===== src/sv/assert_macros.svh =====
// ----------------------------------------------------------------------------
// Assertion macros
// Shared concurrent assertion forms for the correction step statistics RTL.
// ----------------------------------------------------------------------------
`ifndef ASSERT_MACROS_SVH
`define ASSERT_MACROS_SVH

// The consequent must hold in the same cycle as the antecedent.
`define ASSERT_IMPL(label, clk, rst, ante, cons, msg) \
   label: assert property (@(posedge clk) disable iff (rst) (ante) |-> (cons)) \
      else $error(msg);

// The consequent must hold in the cycle after the antecedent.
`define ASSERT_NEXT(label, clk, rst, ante, cons, msg) \
   label: assert property (@(posedge clk) disable iff (rst) (ante) |=> (cons)) \
      else $error(msg);

// The condition must hold at every clock edge outside reset.
`define ASSERT_ALWAYS(label, clk, rst, cond, msg) \
   label: assert property (@(posedge clk) disable iff (rst) (cond)) \
      else $error(msg);

`endif


===== src/sv/csst_pkg.sv =====
// ----------------------------------------------------------------------------
// Correction step statistics package
// Sequencer types, scaler interface structs and fixed-point weight constants.
// ----------------------------------------------------------------------------
package csst_pkg;

   // Main sequencer states.
   typedef enum logic [2:0] {
      ST_IDLE,
      ST_START,
      ST_SQ_GO,
      ST_SQ_WAIT,
      ST_DIFF,
      ST_GO,
      ST_WAIT,
      ST_OUT
   } seq_state_type;

   // Average being updated by the shared scaler.
   typedef enum logic [2:0] {
      OP_SQ100,
      OP_SQ1K,
      OP_SQ10K,
      OP_SQ100K,
      OP_STEP,
      OP_IVL
   } op_type;

   // Scaler phases.
   typedef enum logic [1:0] {
      SC_IDLE,
      SC_LO,
      SC_HI,
      SC_SUM
   } scale_state_type;

   // Command to the scaler: start a job, plain product or weighted scaling.
   typedef struct packed {
      logic start;
      logic square;
   } scale_cmd_type;

   // Scaler status back to the sequencer.
   typedef struct packed {
      logic done;
      logic busy;
   } scale_status_type;

   // Weights as round(w * 2^32).
   localparam logic [31:0] W_100  = 32'd42949673;
   localparam logic [31:0] W_1K   = 32'd4294967;
   localparam logic [31:0] W_10K  = 32'd429497;
   localparam logic [31:0] W_100K = 32'd42950;
   localparam logic [31:0] W_005  = 32'd214748365;

   localparam logic [31:0] GAP_LIMIT_MS = 32'd600000;
   localparam logic [15:0] STEP_LIMIT   = 16'hFFFF;
   localparam logic [31:0] COUNT_MAX    = 32'hFFFF_FFFF;
   localparam logic [64:0] ROUND_HALF   = 65'h0_8000_0000;
   localparam int          IVL_FRAC     = 8;

endpackage


===== src/sv/csst_scaler.sv =====
// ----------------------------------------------------------------------------
// Correction step statistics scaler
// Shared 32x32 multiplier computing a plain product or a rounded weighted
// fraction floor((mag * w + 2^31) / 2^32) over two multiplier passes.
// ----------------------------------------------------------------------------
`include "assert_macros.svh"

module csst_scaler #(
   parameter int MAG_W = 56
) (
   input  logic                       clock,
   input  logic                       reset,
   input  csst_pkg::scale_cmd_type    cmd,
   input  logic [MAG_W-1:0]           cmd_mag,
   input  logic [31:0]                cmd_weight,
   output csst_pkg::scale_status_type status,
   output logic [MAG_W-1:0]           result
);

   csst_pkg::scale_state_type state_ff, state_in;
   logic                      done_ff, done_in;
   logic [MAG_W-1:0]          mag_ff;
   logic [31:0]               weight_ff;
   logic                      square_ff;
   logic [63:0]               prod_ff;
   logic [32:0]               round_ff;
   logic [MAG_W-1:0]          result_ff;
   logic [31:0]               mul_a;
   logic [63:0]               product;

   // The one multiplier: low half of the magnitude first, high half second.
   assign mul_a   = (state_ff == csst_pkg::SC_HI) ? 32'(mag_ff >> 32) : mag_ff[31:0];
   assign product = 64'(mul_a) * 64'(weight_ff);

   // Phase sequencing.
   always_comb begin
      state_in = state_ff;
      done_in  = 1'b0;
      case (state_ff)
         csst_pkg::SC_IDLE: begin
            if (cmd.start) state_in = csst_pkg::SC_LO;
         end
         csst_pkg::SC_LO: begin
            state_in = csst_pkg::SC_HI;
         end
         csst_pkg::SC_HI: begin
            if (square_ff) begin
               state_in = csst_pkg::SC_IDLE;
               done_in  = 1'b1;
            end else begin
               state_in = csst_pkg::SC_SUM;
            end
         end
         csst_pkg::SC_SUM: begin
            state_in = csst_pkg::SC_IDLE;
            done_in  = 1'b1;
         end
         default: begin
            state_in = csst_pkg::SC_IDLE;
         end
      endcase
   end

   always_ff @(posedge clock) begin
      if (reset) begin
         state_ff <= csst_pkg::SC_IDLE;
         done_ff  <= 1'b0;
      end else begin
         state_ff <= state_in;
         done_ff  <= done_in;
      end
   end

   // Operand capture, partial products and the final sum.
   always_ff @(posedge clock) begin
      case (state_ff)
         csst_pkg::SC_IDLE: begin
            if (cmd.start) begin
               mag_ff    <= cmd_mag;
               weight_ff <= cmd_weight;
               square_ff <= cmd.square;
            end
         end
         csst_pkg::SC_LO: begin
            prod_ff <= product;
         end
         csst_pkg::SC_HI: begin
            if (square_ff) begin
               result_ff <= MAG_W'(prod_ff);
            end else begin
               round_ff <= 33'((65'(prod_ff) + csst_pkg::ROUND_HALF) >> 32);
               prod_ff  <= product;
            end
         end
         csst_pkg::SC_SUM: begin
            result_ff <= MAG_W'(prod_ff) + MAG_W'(round_ff);
         end
         default: begin
         end
      endcase
   end

   assign status.done = done_ff;
   assign status.busy = (state_ff != csst_pkg::SC_IDLE);
   assign result      = result_ff;

   // A plain product signals done after the low and high phases of its start.
   `ASSERT_IMPL(a_square_latency, clock, reset, cmd.start && cmd.square && !status.busy, ##3 status.done, "scaler product late")
   // A weighted scaling signals done after the low, high and sum phases of its start.
   `ASSERT_IMPL(a_scale_latency, clock, reset, cmd.start && !cmd.square && !status.busy, ##4 status.done, "scaler scaling late")
   // Done is a single-cycle pulse.
   `ASSERT_NEXT(a_done_pulse, clock, reset, status.done, !status.done, "scaler done held")

endmodule


===== src/sv/correction_step_statistics.sv =====
// ----------------------------------------------------------------------------
// Correction step statistics
// Running mean squares, mean, peak and interval statistics of DAC steps.
// ----------------------------------------------------------------------------
// Usage:
//  Each request word carries a DAC word (req_pwm), the gate flag (req_counting)
//  and a millisecond stamp (req_time_ms). Every accepted word yields exactly one
//  response word with all statistics as they stand after that word.
//  Words move on valid/stall handshakes; a word is taken at a rising edge with
//  valid high and stall low. The block works on one request word at a time and
//  holds req_stall high until that word's response is in the output register.
//  With the gate closed a word goes straight to the output stage. A counted step
//  uses the one shared 32x32 multiplier: one pass for the square and two passes
//  per weighted update of the five step averages and the interval average.
//  A new request word is taken the cycle after the response is loaded, even
//  while that response still waits on rsp_stall; the next response then waits
//  in the sequencer until the output register is free.
//  Reset (synchronous) clears all statistics and drops any pending response.
// ----------------------------------------------------------------------------
`include "assert_macros.svh"

module correction_step_statistics #(
   parameter int FRAC_BITS = 24
) (
   input  logic               clock,
   input  logic               reset,
   input  logic               req_valid,
   output logic               req_stall,
   input  logic [15:0]        req_pwm,
   input  logic               req_counting,
   input  logic [31:0]        req_time_ms,
   output logic               rsp_valid,
   input  logic               rsp_stall,
   output logic [47:0]        rsp_mean_sq_100,
   output logic [47:0]        rsp_mean_sq_1k,
   output logic [47:0]        rsp_mean_sq_10k,
   output logic [47:0]        rsp_mean_sq_100k,
   output logic signed [32:0] rsp_mean_step,
   output logic [15:0]        rsp_peak_step,
   output logic [31:0]        rsp_update_count,
   output logic [31:0]        rsp_gated_count,
   output logic [27:0]        rsp_interval_ms
);

   localparam int SH     = FRAC_BITS - 16;
   localparam int SQ_W   = 32 + FRAC_BITS;
   localparam int STEP_W = 18 + FRAC_BITS;
   localparam int MAG_W  = SQ_W;
   localparam int DW     = SQ_W + 1;

   csst_pkg::seq_state_type    state_ff, state_in;
   csst_pkg::op_type           op_ff, op_in;
   csst_pkg::scale_cmd_type    scale_cmd;
   csst_pkg::scale_status_type scale_status;
   logic [MAG_W-1:0]           scale_result;
   logic [31:0]                scale_weight;
   logic                       out_load;

   // Latched request word and per-word working values.
   logic [15:0]               pwm_ff;
   logic [31:0]               time_ff;
   logic signed [16:0]        d_ff;
   logic [15:0]               ad_ff;
   logic [31:0]               sq_ff;
   logic [27:0]               ivl_t_ff;
   logic [MAG_W-1:0]          mag_ff;
   logic                      neg_ff;
   logic                      do_ivl_ff;

   // Statistics state.
   logic [15:0]               prev_word_ff;
   logic                      prev_valid_ff;
   logic [SQ_W-1:0]           sq100_ff, sq1k_ff, sq10k_ff, sq100k_ff;
   logic signed [STEP_W-1:0]  step_avg_ff;
   logic [15:0]               largest_step_ff;
   logic [31:0]               steps_seen_ff;
   logic [31:0]               gated_ff;
   logic [31:0]               last_stamp_ff;
   logic                      stamp_valid_ff;
   logic [27:0]               ivl_ff;

   // Output register.
   logic                      rsp_valid_ff;
   logic [47:0]               rsp_sq100_ff, rsp_sq1k_ff, rsp_sq10k_ff, rsp_sq100k_ff;
   logic signed [32:0]        rsp_step_ff;
   logic [15:0]               rsp_peak_ff;
   logic [31:0]               rsp_count_ff;
   logic [31:0]               rsp_gated_ff;
   logic [27:0]               rsp_ivl_ff;

   // Combinational values.
   logic [31:0]               gap;
   logic                      ivl_go;
   logic [27:0]               ivl_t;
   logic signed [16:0]        d;
   logic [15:0]               ad;
   logic signed [DW-1:0]      avg_sel, tgt_sel, diff, res_ext, sum;
   logic [MAG_W-1:0]          mag_c;
   logic                      accept;

   assign accept = (state_ff == csst_pkg::ST_IDLE) && req_valid;

   // Interval gap and step of the latched word.
   assign gap    = time_ff - last_stamp_ff;
   assign ivl_go = stamp_valid_ff && (gap != 32'd0) && (gap < csst_pkg::GAP_LIMIT_MS);
   assign ivl_t  = 28'(gap << csst_pkg::IVL_FRAC);
   assign d      = $signed({1'b0, pwm_ff}) - $signed({1'b0, prev_word_ff});
   assign ad     = d[16] ? 16'(-d) : d[15:0];

   // Current average and its target, both widened to the working width.
   always_comb begin
      case (op_ff)
         csst_pkg::OP_SQ100:  avg_sel = $signed({1'b0, sq100_ff});
         csst_pkg::OP_SQ1K:   avg_sel = $signed({1'b0, sq1k_ff});
         csst_pkg::OP_SQ10K:  avg_sel = $signed({1'b0, sq10k_ff});
         csst_pkg::OP_SQ100K: avg_sel = $signed({1'b0, sq100k_ff});
         csst_pkg::OP_STEP:   avg_sel = DW'(step_avg_ff);
         csst_pkg::OP_IVL:    avg_sel = $signed({{(DW-28){1'b0}}, ivl_ff});
         default:             avg_sel = '0;
      endcase
      case (op_ff)
         csst_pkg::OP_STEP: tgt_sel = $signed({{(DW-17-FRAC_BITS){d_ff[16]}}, d_ff,
                                               {FRAC_BITS{1'b0}}});
         csst_pkg::OP_IVL:  tgt_sel = $signed({{(DW-28){1'b0}}, ivl_t_ff});
         default:           tgt_sel = $signed({1'b0, sq_ff, {FRAC_BITS{1'b0}}});
      endcase
   end

   // Difference and its magnitude; the scaled magnitude is added back with its sign.
   assign diff    = tgt_sel - avg_sel;
   assign mag_c   = diff[DW-1] ? MAG_W'(-diff) : MAG_W'(diff);
   assign res_ext = $signed({1'b0, scale_result});
   assign sum     = neg_ff ? (avg_sel - res_ext) : (avg_sel + res_ext);

   // Weight for the scaler: the step itself for the square, else the average's weight.
   always_comb begin
      if (state_ff == csst_pkg::ST_SQ_GO) begin
         scale_weight = {16'h0000, ad_ff};
      end else begin
         case (op_ff)
            csst_pkg::OP_SQ100:  scale_weight = csst_pkg::W_100;
            csst_pkg::OP_SQ1K:   scale_weight = csst_pkg::W_1K;
            csst_pkg::OP_SQ10K:  scale_weight = csst_pkg::W_10K;
            csst_pkg::OP_SQ100K: scale_weight = csst_pkg::W_100K;
            csst_pkg::OP_STEP:   scale_weight = csst_pkg::W_100K;
            csst_pkg::OP_IVL:    scale_weight = csst_pkg::W_005;
            default:             scale_weight = '0;
         endcase
      end
   end

   // Sequencer: next state and control outputs.
   always_comb begin
      state_in        = state_ff;
      op_in           = op_ff;
      scale_cmd       = '0;
      out_load        = 1'b0;
      req_stall       = (state_ff != csst_pkg::ST_IDLE);
      case (state_ff)
         csst_pkg::ST_IDLE: begin
            if (req_valid) begin
               state_in = req_counting ? csst_pkg::ST_START : csst_pkg::ST_OUT;
            end
         end
         csst_pkg::ST_START: begin
            if (prev_valid_ff) begin
               state_in = csst_pkg::ST_SQ_GO;
            end else if (ivl_go && (ivl_ff != 28'd0)) begin
               op_in    = csst_pkg::OP_IVL;
               state_in = csst_pkg::ST_DIFF;
            end else begin
               state_in = csst_pkg::ST_OUT;
            end
         end
         csst_pkg::ST_SQ_GO: begin
            scale_cmd.start  = 1'b1;
            scale_cmd.square = 1'b1;
            state_in         = csst_pkg::ST_SQ_WAIT;
         end
         csst_pkg::ST_SQ_WAIT: begin
            if (scale_status.done) begin
               op_in    = csst_pkg::OP_SQ100;
               state_in = csst_pkg::ST_DIFF;
            end
         end
         csst_pkg::ST_DIFF: begin
            state_in = csst_pkg::ST_GO;
         end
         csst_pkg::ST_GO: begin
            scale_cmd.start = 1'b1;
            state_in        = csst_pkg::ST_WAIT;
         end
         csst_pkg::ST_WAIT: begin
            if (scale_status.done) begin
               state_in = csst_pkg::ST_DIFF;
               case (op_ff)
                  csst_pkg::OP_SQ100:  op_in = csst_pkg::OP_SQ1K;
                  csst_pkg::OP_SQ1K:   op_in = csst_pkg::OP_SQ10K;
                  csst_pkg::OP_SQ10K:  op_in = csst_pkg::OP_SQ100K;
                  csst_pkg::OP_SQ100K: op_in = csst_pkg::OP_STEP;
                  csst_pkg::OP_STEP: begin
                     if (do_ivl_ff) op_in = csst_pkg::OP_IVL;
                     else state_in = csst_pkg::ST_OUT;
                  end
                  default: begin
                     state_in = csst_pkg::ST_OUT;
                  end
               endcase
            end
         end
         csst_pkg::ST_OUT: begin
            if (!rsp_valid_ff || !rsp_stall) begin
               out_load = 1'b1;
               state_in = csst_pkg::ST_IDLE;
            end
         end
         default: begin
            state_in = csst_pkg::ST_IDLE;
         end
      endcase
   end

   // Sequencer registers and statistics state.
   always_ff @(posedge clock) begin
      if (reset) begin
         state_ff        <= csst_pkg::ST_IDLE;
         op_ff           <= csst_pkg::OP_SQ100;
         do_ivl_ff       <= 1'b0;
         prev_word_ff    <= '0;
         prev_valid_ff   <= 1'b0;
         sq100_ff        <= '0;
         sq1k_ff         <= '0;
         sq10k_ff        <= '0;
         sq100k_ff       <= '0;
         step_avg_ff     <= '0;
         largest_step_ff <= '0;
         steps_seen_ff   <= '0;
         gated_ff        <= '0;
         last_stamp_ff   <= '0;
         stamp_valid_ff  <= 1'b0;
         ivl_ff          <= '0;
         rsp_valid_ff    <= 1'b0;
      end else begin
         state_ff <= state_in;
         op_ff    <= op_in;

         // A closed gate forgets the previous word and stamp.
         if (accept && !req_counting) begin
            prev_valid_ff  <= 1'b0;
            stamp_valid_ff <= 1'b0;
            gated_ff       <= gated_ff + 32'd1;
         end

         // Stamp, interval load, previous word, peak and count.
         if (state_ff == csst_pkg::ST_START) begin
            last_stamp_ff  <= time_ff;
            stamp_valid_ff <= 1'b1;
            do_ivl_ff      <= ivl_go && (ivl_ff != 28'd0);
            if (ivl_go && (ivl_ff == 28'd0)) ivl_ff <= ivl_t;
            prev_word_ff  <= pwm_ff;
            prev_valid_ff <= 1'b1;
            if (prev_valid_ff) begin
               if ((ad > largest_step_ff) && (ad < csst_pkg::STEP_LIMIT)) begin
                  largest_step_ff <= ad;
               end
               if (steps_seen_ff < csst_pkg::COUNT_MAX) begin
                  steps_seen_ff <= steps_seen_ff + 32'd1;
               end
            end
         end

         // Write back the updated average.
         if ((state_ff == csst_pkg::ST_WAIT) && scale_status.done) begin
            case (op_ff)
               csst_pkg::OP_SQ100:  sq100_ff    <= SQ_W'(sum);
               csst_pkg::OP_SQ1K:   sq1k_ff     <= SQ_W'(sum);
               csst_pkg::OP_SQ10K:  sq10k_ff    <= SQ_W'(sum);
               csst_pkg::OP_SQ100K: sq100k_ff   <= SQ_W'(sum);
               csst_pkg::OP_STEP:   step_avg_ff <= STEP_W'(sum);
               csst_pkg::OP_IVL:    ivl_ff      <= 28'(sum);
               default: begin
               end
            endcase
         end

         // Response valid: set on load, cleared once taken.
         if (out_load) rsp_valid_ff <= 1'b1;
         else if (!rsp_stall) rsp_valid_ff <= 1'b0;
      end
   end

   // Payload registers.
   always_ff @(posedge clock) begin
      if (accept) begin
         pwm_ff  <= req_pwm;
         time_ff <= req_time_ms;
      end
      if (state_ff == csst_pkg::ST_START) begin
         d_ff     <= d;
         ad_ff    <= ad;
         ivl_t_ff <= ivl_t;
         mag_ff   <= MAG_W'(ad);
      end
      if ((state_ff == csst_pkg::ST_SQ_WAIT) && scale_status.done) begin
         sq_ff <= scale_result[31:0];
      end
      if (state_ff == csst_pkg::ST_DIFF) begin
         mag_ff <= mag_c;
         neg_ff <= diff[DW-1];
      end
      if (out_load) begin
         rsp_sq100_ff  <= 48'(sq100_ff >> SH);
         rsp_sq1k_ff   <= 48'(sq1k_ff >> SH);
         rsp_sq10k_ff  <= 48'(sq10k_ff >> SH);
         rsp_sq100k_ff <= 48'(sq100k_ff >> SH);
         rsp_step_ff   <= 33'(step_avg_ff >>> SH);
         rsp_peak_ff   <= largest_step_ff;
         rsp_count_ff  <= steps_seen_ff;
         rsp_gated_ff  <= gated_ff;
         rsp_ivl_ff    <= ivl_ff;
      end
   end

   // Shared multiplier unit.
   csst_scaler #(
      .MAG_W (MAG_W)
   ) u_scaler (
      .clock      (clock),
      .reset      (reset),
      .cmd        (scale_cmd),
      .cmd_mag    (mag_ff),
      .cmd_weight (scale_weight),
      .status     (scale_status),
      .result     (scale_result)
   );

   assign rsp_valid        = rsp_valid_ff;
   assign rsp_mean_sq_100  = rsp_sq100_ff;
   assign rsp_mean_sq_1k   = rsp_sq1k_ff;
   assign rsp_mean_sq_10k  = rsp_sq10k_ff;
   assign rsp_mean_sq_100k = rsp_sq100k_ff;
   assign rsp_mean_step    = rsp_step_ff;
   assign rsp_peak_step    = rsp_peak_ff;
   assign rsp_update_count = rsp_count_ff;
   assign rsp_gated_count  = rsp_gated_ff;
   assign rsp_interval_ms  = rsp_ivl_ff;

   // A gated word goes straight to the output stage.
   `ASSERT_NEXT(a_gated_out, clock, reset, accept && !req_counting, state_ff == csst_pkg::ST_OUT, "gated word not sent out")
   // The scaler is never started while it is still busy.
   `ASSERT_IMPL(a_start_idle, clock, reset, scale_cmd.start, !scale_status.busy, "scaler started while busy")
   // The step count never goes backward.
   `ASSERT_IMPL(a_count_rising, clock, reset, !$past(reset), steps_seen_ff >= $past(steps_seen_ff), "step count decreased")
   // The full-scale step never becomes the peak.
   `ASSERT_ALWAYS(a_peak_limit, clock, reset, largest_step_ff != csst_pkg::STEP_LIMIT, "peak hit step limit")

endmodule

===== config.mk =====
export PLATFORM = sky130hd
export DESIGN_NAME = correction_step_statistics
export DESIGN_NICKNAME = d
export VERILOG_FILES = /design/src/sv/csst_pkg.sv /design/src/sv/csst_scaler.sv /design/src/sv/correction_step_statistics.sv
export VERILOG_INCLUDE_DIRS = /design/src /design/src/sv
export SDC_FILE = /design/constraint.sdc
export NUM_CORES = 2
export LEC_CHECK = 0
export ABC_AREA = 1
export BUFFER_PORTS_ARGS = -buffer_cell sky130_fd_sc_hd__clkbuf_2
export CORE_UTILIZATION = 35
export DETAILED_ROUTE_END_ITERATION = 8
export PLACE_DENSITY = 0.55
export SLEW_MARGIN = 20
export SYNTH_ARGS = -nofsm -noshare
export SYNTH_HDL_FRONTEND = slang
export SYNTH_SLANG_ARGS = --single-unit

===== constraint.sdc =====
create_clock -name clock -period 18.6 [get_ports clock]
set_input_delay 0.93 -clock clock [delete_from_list [all_inputs] [get_ports clock]]
set_output_delay 0.93 -clock clock [all_outputs]
set_load 0.05 [all_outputs]

==> metrics.md <==
| Metric | Value |
|---|---|
| CP most frequent cell | `fa_1` |
| I/O pin count | `388` |
| Warnings from Yosys | `0` |
| GR Util met2 | `0.3797` |
| Hold_sp | `req_time_ms[14]` |
| Grt ovf | `0` |
| FF-to-FF End | `u_scaler.prod_ff[44]` |
| Clk_skew | `71.44 ps` |
| Startpoint Class | `flop` |
| Share of post-route cells with drive strength above 1 | `0.08597` |
| Initial DRC Count | `6910` |
| CP Capture Type | `flop` |
| Hold Path End | `time_ff[14]` |
| Tmin final | `9256 ps` |
| CTS resizes | `0` |
| Design area | `0.09747 mm2` |
| Worst stage delay on the critical path | `700 ps` |
| Die Width | `499.9 um` |
| Top post-synthesis cells by area | `edfxtp_1 (26%), fa_1 (16%), dfxtp_1 (10%)` |
| Reg2Reg Launch Point | `u_scaler.state_ff[1]` |
| DRT Wirelength | `314500 um` |
| Setup slack, reg-to-reg | `9340 ps` |
| Final WS setup | `9344 ps` |
| Initial antenna violation count | `18` |
| Final hold vios | `0` |
| Slew @ Worst Pin | `1244 ps` |
| Post-synth ARST share | `0` |
| Cell Rows | `182` |
| Clk Latency, worst-skew pair | `790 ps` |
| Buffers on Ports | `387` |
| Area leader, netlist | `edfxtp_1` |
| Yosys reg bits | `1181` |
| Peak Freq | `108.0 MHz` |
| Critical path type | `flop to flop` |
| DP Area | `0.09288 mm2` |
| Met1 GRT Util | `0.3491` |
| Seq/Total Area, Yosys | `0.3587` |
| Core area | `0.2462 mm2` |
| Height of the die | `499.9 um` |
| Main synth FF type | `edfxtp_1` |
| Number of CTS-inserted buffers | `131` |
| Area Overhead vs Synth | `12.34%` |
| Hold Path Class | `primary input to flop` |
| H-tree levels | `4` |
| Fin crit share | `0.4976` |
| Most frequent cells in the layout | `inv_1 (2156), nand2_1 (1475), nor2_1 (1287), edfxtp_1 (747), a21oi_1 (708)` |
| HPWL Detailed | `250400 um` |
| Yosys cell types | `69` |
| RSZ-0062 raised after global routing | `false` |
| Slowest-stage cell, CP | `nor4_1` |
| Worst Hold Depth | `1` |
| Syn_nets | `11550` |
| Met3 GRT Util | `0.05446` |
| GP Congestion | `1.009` |
| Run status | `finished, final reports clean` |
| Hold-fix buffers at CTS | `0` |
| First-pass GRT wire length | `460800 um` |
| CTS tree | `done` |
| Sink Count | `1181` |
| Post-route setup TNS | `0 ps` |
| Slew Limit Fails | `0` |
| Post-synth top area share | `0.2585` |
| Top Usage Layer GRT | `met2` |
| Clock transition at path regs | `60 ps` |
| Vias in the first global route | `70780` |
| # DRC | `0` |
| Vias | `72340` |
| Pre-CTS WS | `9517 ps` |
| EDFF count, synth | `747` |
| Deepest clock path buffer count | `3` |
| Commonest non-fill, non-tap cell in the layout | `inv_1` |
| Remaining antenna violation count | `0` |
| CTS root buffer | `clkbuf_16` |
| Die area | `0.2499 mm2` |
| Initial core utilization | `0.3525` |
| Largest net degree at the start of global routing | `185` |
| Nets | `11900` |
| Avg Vias per Cell | `5.126` |
| CP Data Arrival Time | `9780 ps` |
| Crit path max fanout | `25` |
| Setup violations, final | `0` |
| Util after Layout | `0.3960` |
| Filler cell count | `24900` |
| Postcts setup bufs | `0` |
| Mapped Area | `0.08677 mm2` |
| WP data required | `19120 ps` |
| Worst reg2reg path depth | `28` |
| Gr usage total | `0.2469` |
| Slew headroom | `0.1680` |
| Max-cap violation count | `0` |
| Syn avg cell area | `8.396 um2` |
| Average routed wire per standard cell | `22.29 um` |
| Cell count after synthesis | `10340` |
| Drt pass-1 iters | `7` |
## metrics by stage
stage / instances / hold slack (ps)
floorplan: 10340 / 400.3
detailed placement: 13860 / 404.5
finish: 14110 / 313.3
CTS: 14100 / 262.5
global placement: 13860 / 404.4
global route: 14110 / 270.4
## synthesized netlist by cell type, types with 6 or more instances
library cell / n
inv_1: 2162
nand2_1: 1478
nor2_1: 1300
edfxtp_1: 747
a21oi_1: 708
fa_1: 685
o21ai_0: 566
ha_1: 476
dfxtp_1: 434
nand3_1: 339
clkbuf_1: 249
xor2_1: 175
nor3_1: 118
xnor2_1: 111
nand4_1: 82
nor4_1: 73
a31oi_1: 72
o22ai_1: 50
o211ai_1: 41
o21ai_1: 38
or2_2: 32
buf_1: 30
o21a_1: 30
nand2_2: 28
nand3b_1: 25
nor2_4: 24
clkinv_1: 22
a21boi_0: 20
inv_2: 20
nor2_2: 18
a22o_1: 17
o21bai_1: 16
buf_2: 15
o221ai_1: 13
a21o_1: 11
and3_1: 10
a211oi_1: 9
nor3b_1: 9
a221oi_1: 7
buf_6: 6
nand2_4: 6
nand3_2: 6
nor3_2: 6
## critical path: cells and delay by family, from the launching register on
kind                     cells  cell delay, ps
XOR/XNOR                     1             140
AO/OA/AOI/OAI                4             960
flip-flops                   1             350
adder cells (fa/ha/maj)      8            4210
buffers and inverters        9            1920
AND/OR/NAND/NOR              6            1430
## layer usage
metal	routed length [um]	part of all wire
met3	28120	0.089
met5	80	0.00025
met1	140600	0.45
met4	7973	0.025
met2	137700	0.44
## cell type report
cell class | instances | area, um2 | share of cell area
clock inverter | 73 | 973.4 | 0.009987
antenna | 6 | 15.01 | 0.0001540
sequential | 1181 | 31120 | 0.3193
inverter | 2205 | 8283 | 0.08498
clock buffer | 170 | 3558 | 0.03651
multi-input combinational | 6644 | 46400 | 0.4760
timing repair buffer | 521 | 2980 | 0.03058
tap | 3312 | 4144 | 0.04251
## logic make-up (layout without fill, tap and decap cells)
group | after synthesis | in the layout | synth area share
simple gates | 3571 | 3571 | 0.1743
buf+inv | 2510 | 2969 | 0.1096
compound gates | 1626 | 1626 | 0.1019
xor+xnor | 286 | 286 | 0.02887
flops | 1181 | 1181 | 0.3587
other cells | 0 | 6 | 0
fa+ha+maj | 1161 | 1161 | 0.2267
## worst max-delay path by stage
stage	slack (ps)	cells past startpoint	from	to
final	9340	28	u_scaler.state_ff[1]	u_scaler.prod_ff[44]
after floorplan	2800	3	rsp_stall	rsp_gated_count[0]
after global routing	8900	28	u_scaler.state_ff[1]	u_scaler.prod_ff[44]
after global placement	9660	28	u_scaler.state_ff[1]	u_scaler.prod_ff[44]
after CTS	9530	28	u_scaler.state_ff[1]	u_scaler.prod_ff[44]
after detailed placement	9520	28	u_scaler.state_ff[1]	u_scaler.prod_ff[44]
## state kept, by name, indices dropped and copies added, names as in the netlist, 42 cells and up
signal / count
mag_ff: 56
rsp_mean_sq_100: 48
rsp_mean_sq_100k: 48
rsp_mean_sq_10k: 48
rsp_mean_sq_1k: 48
sq100_ff: 56
sq100k_ff: 56
sq10k_ff: 56
sq1k_ff: 56
step_avg_ff: 42
u_scaler.mag_ff: 56
u_scaler.prod_ff: 60
u_scaler.result: 56
Power is not shown: default switching activity piles up to over one toggle a cycle in this logic, so the estimate is an artifact.
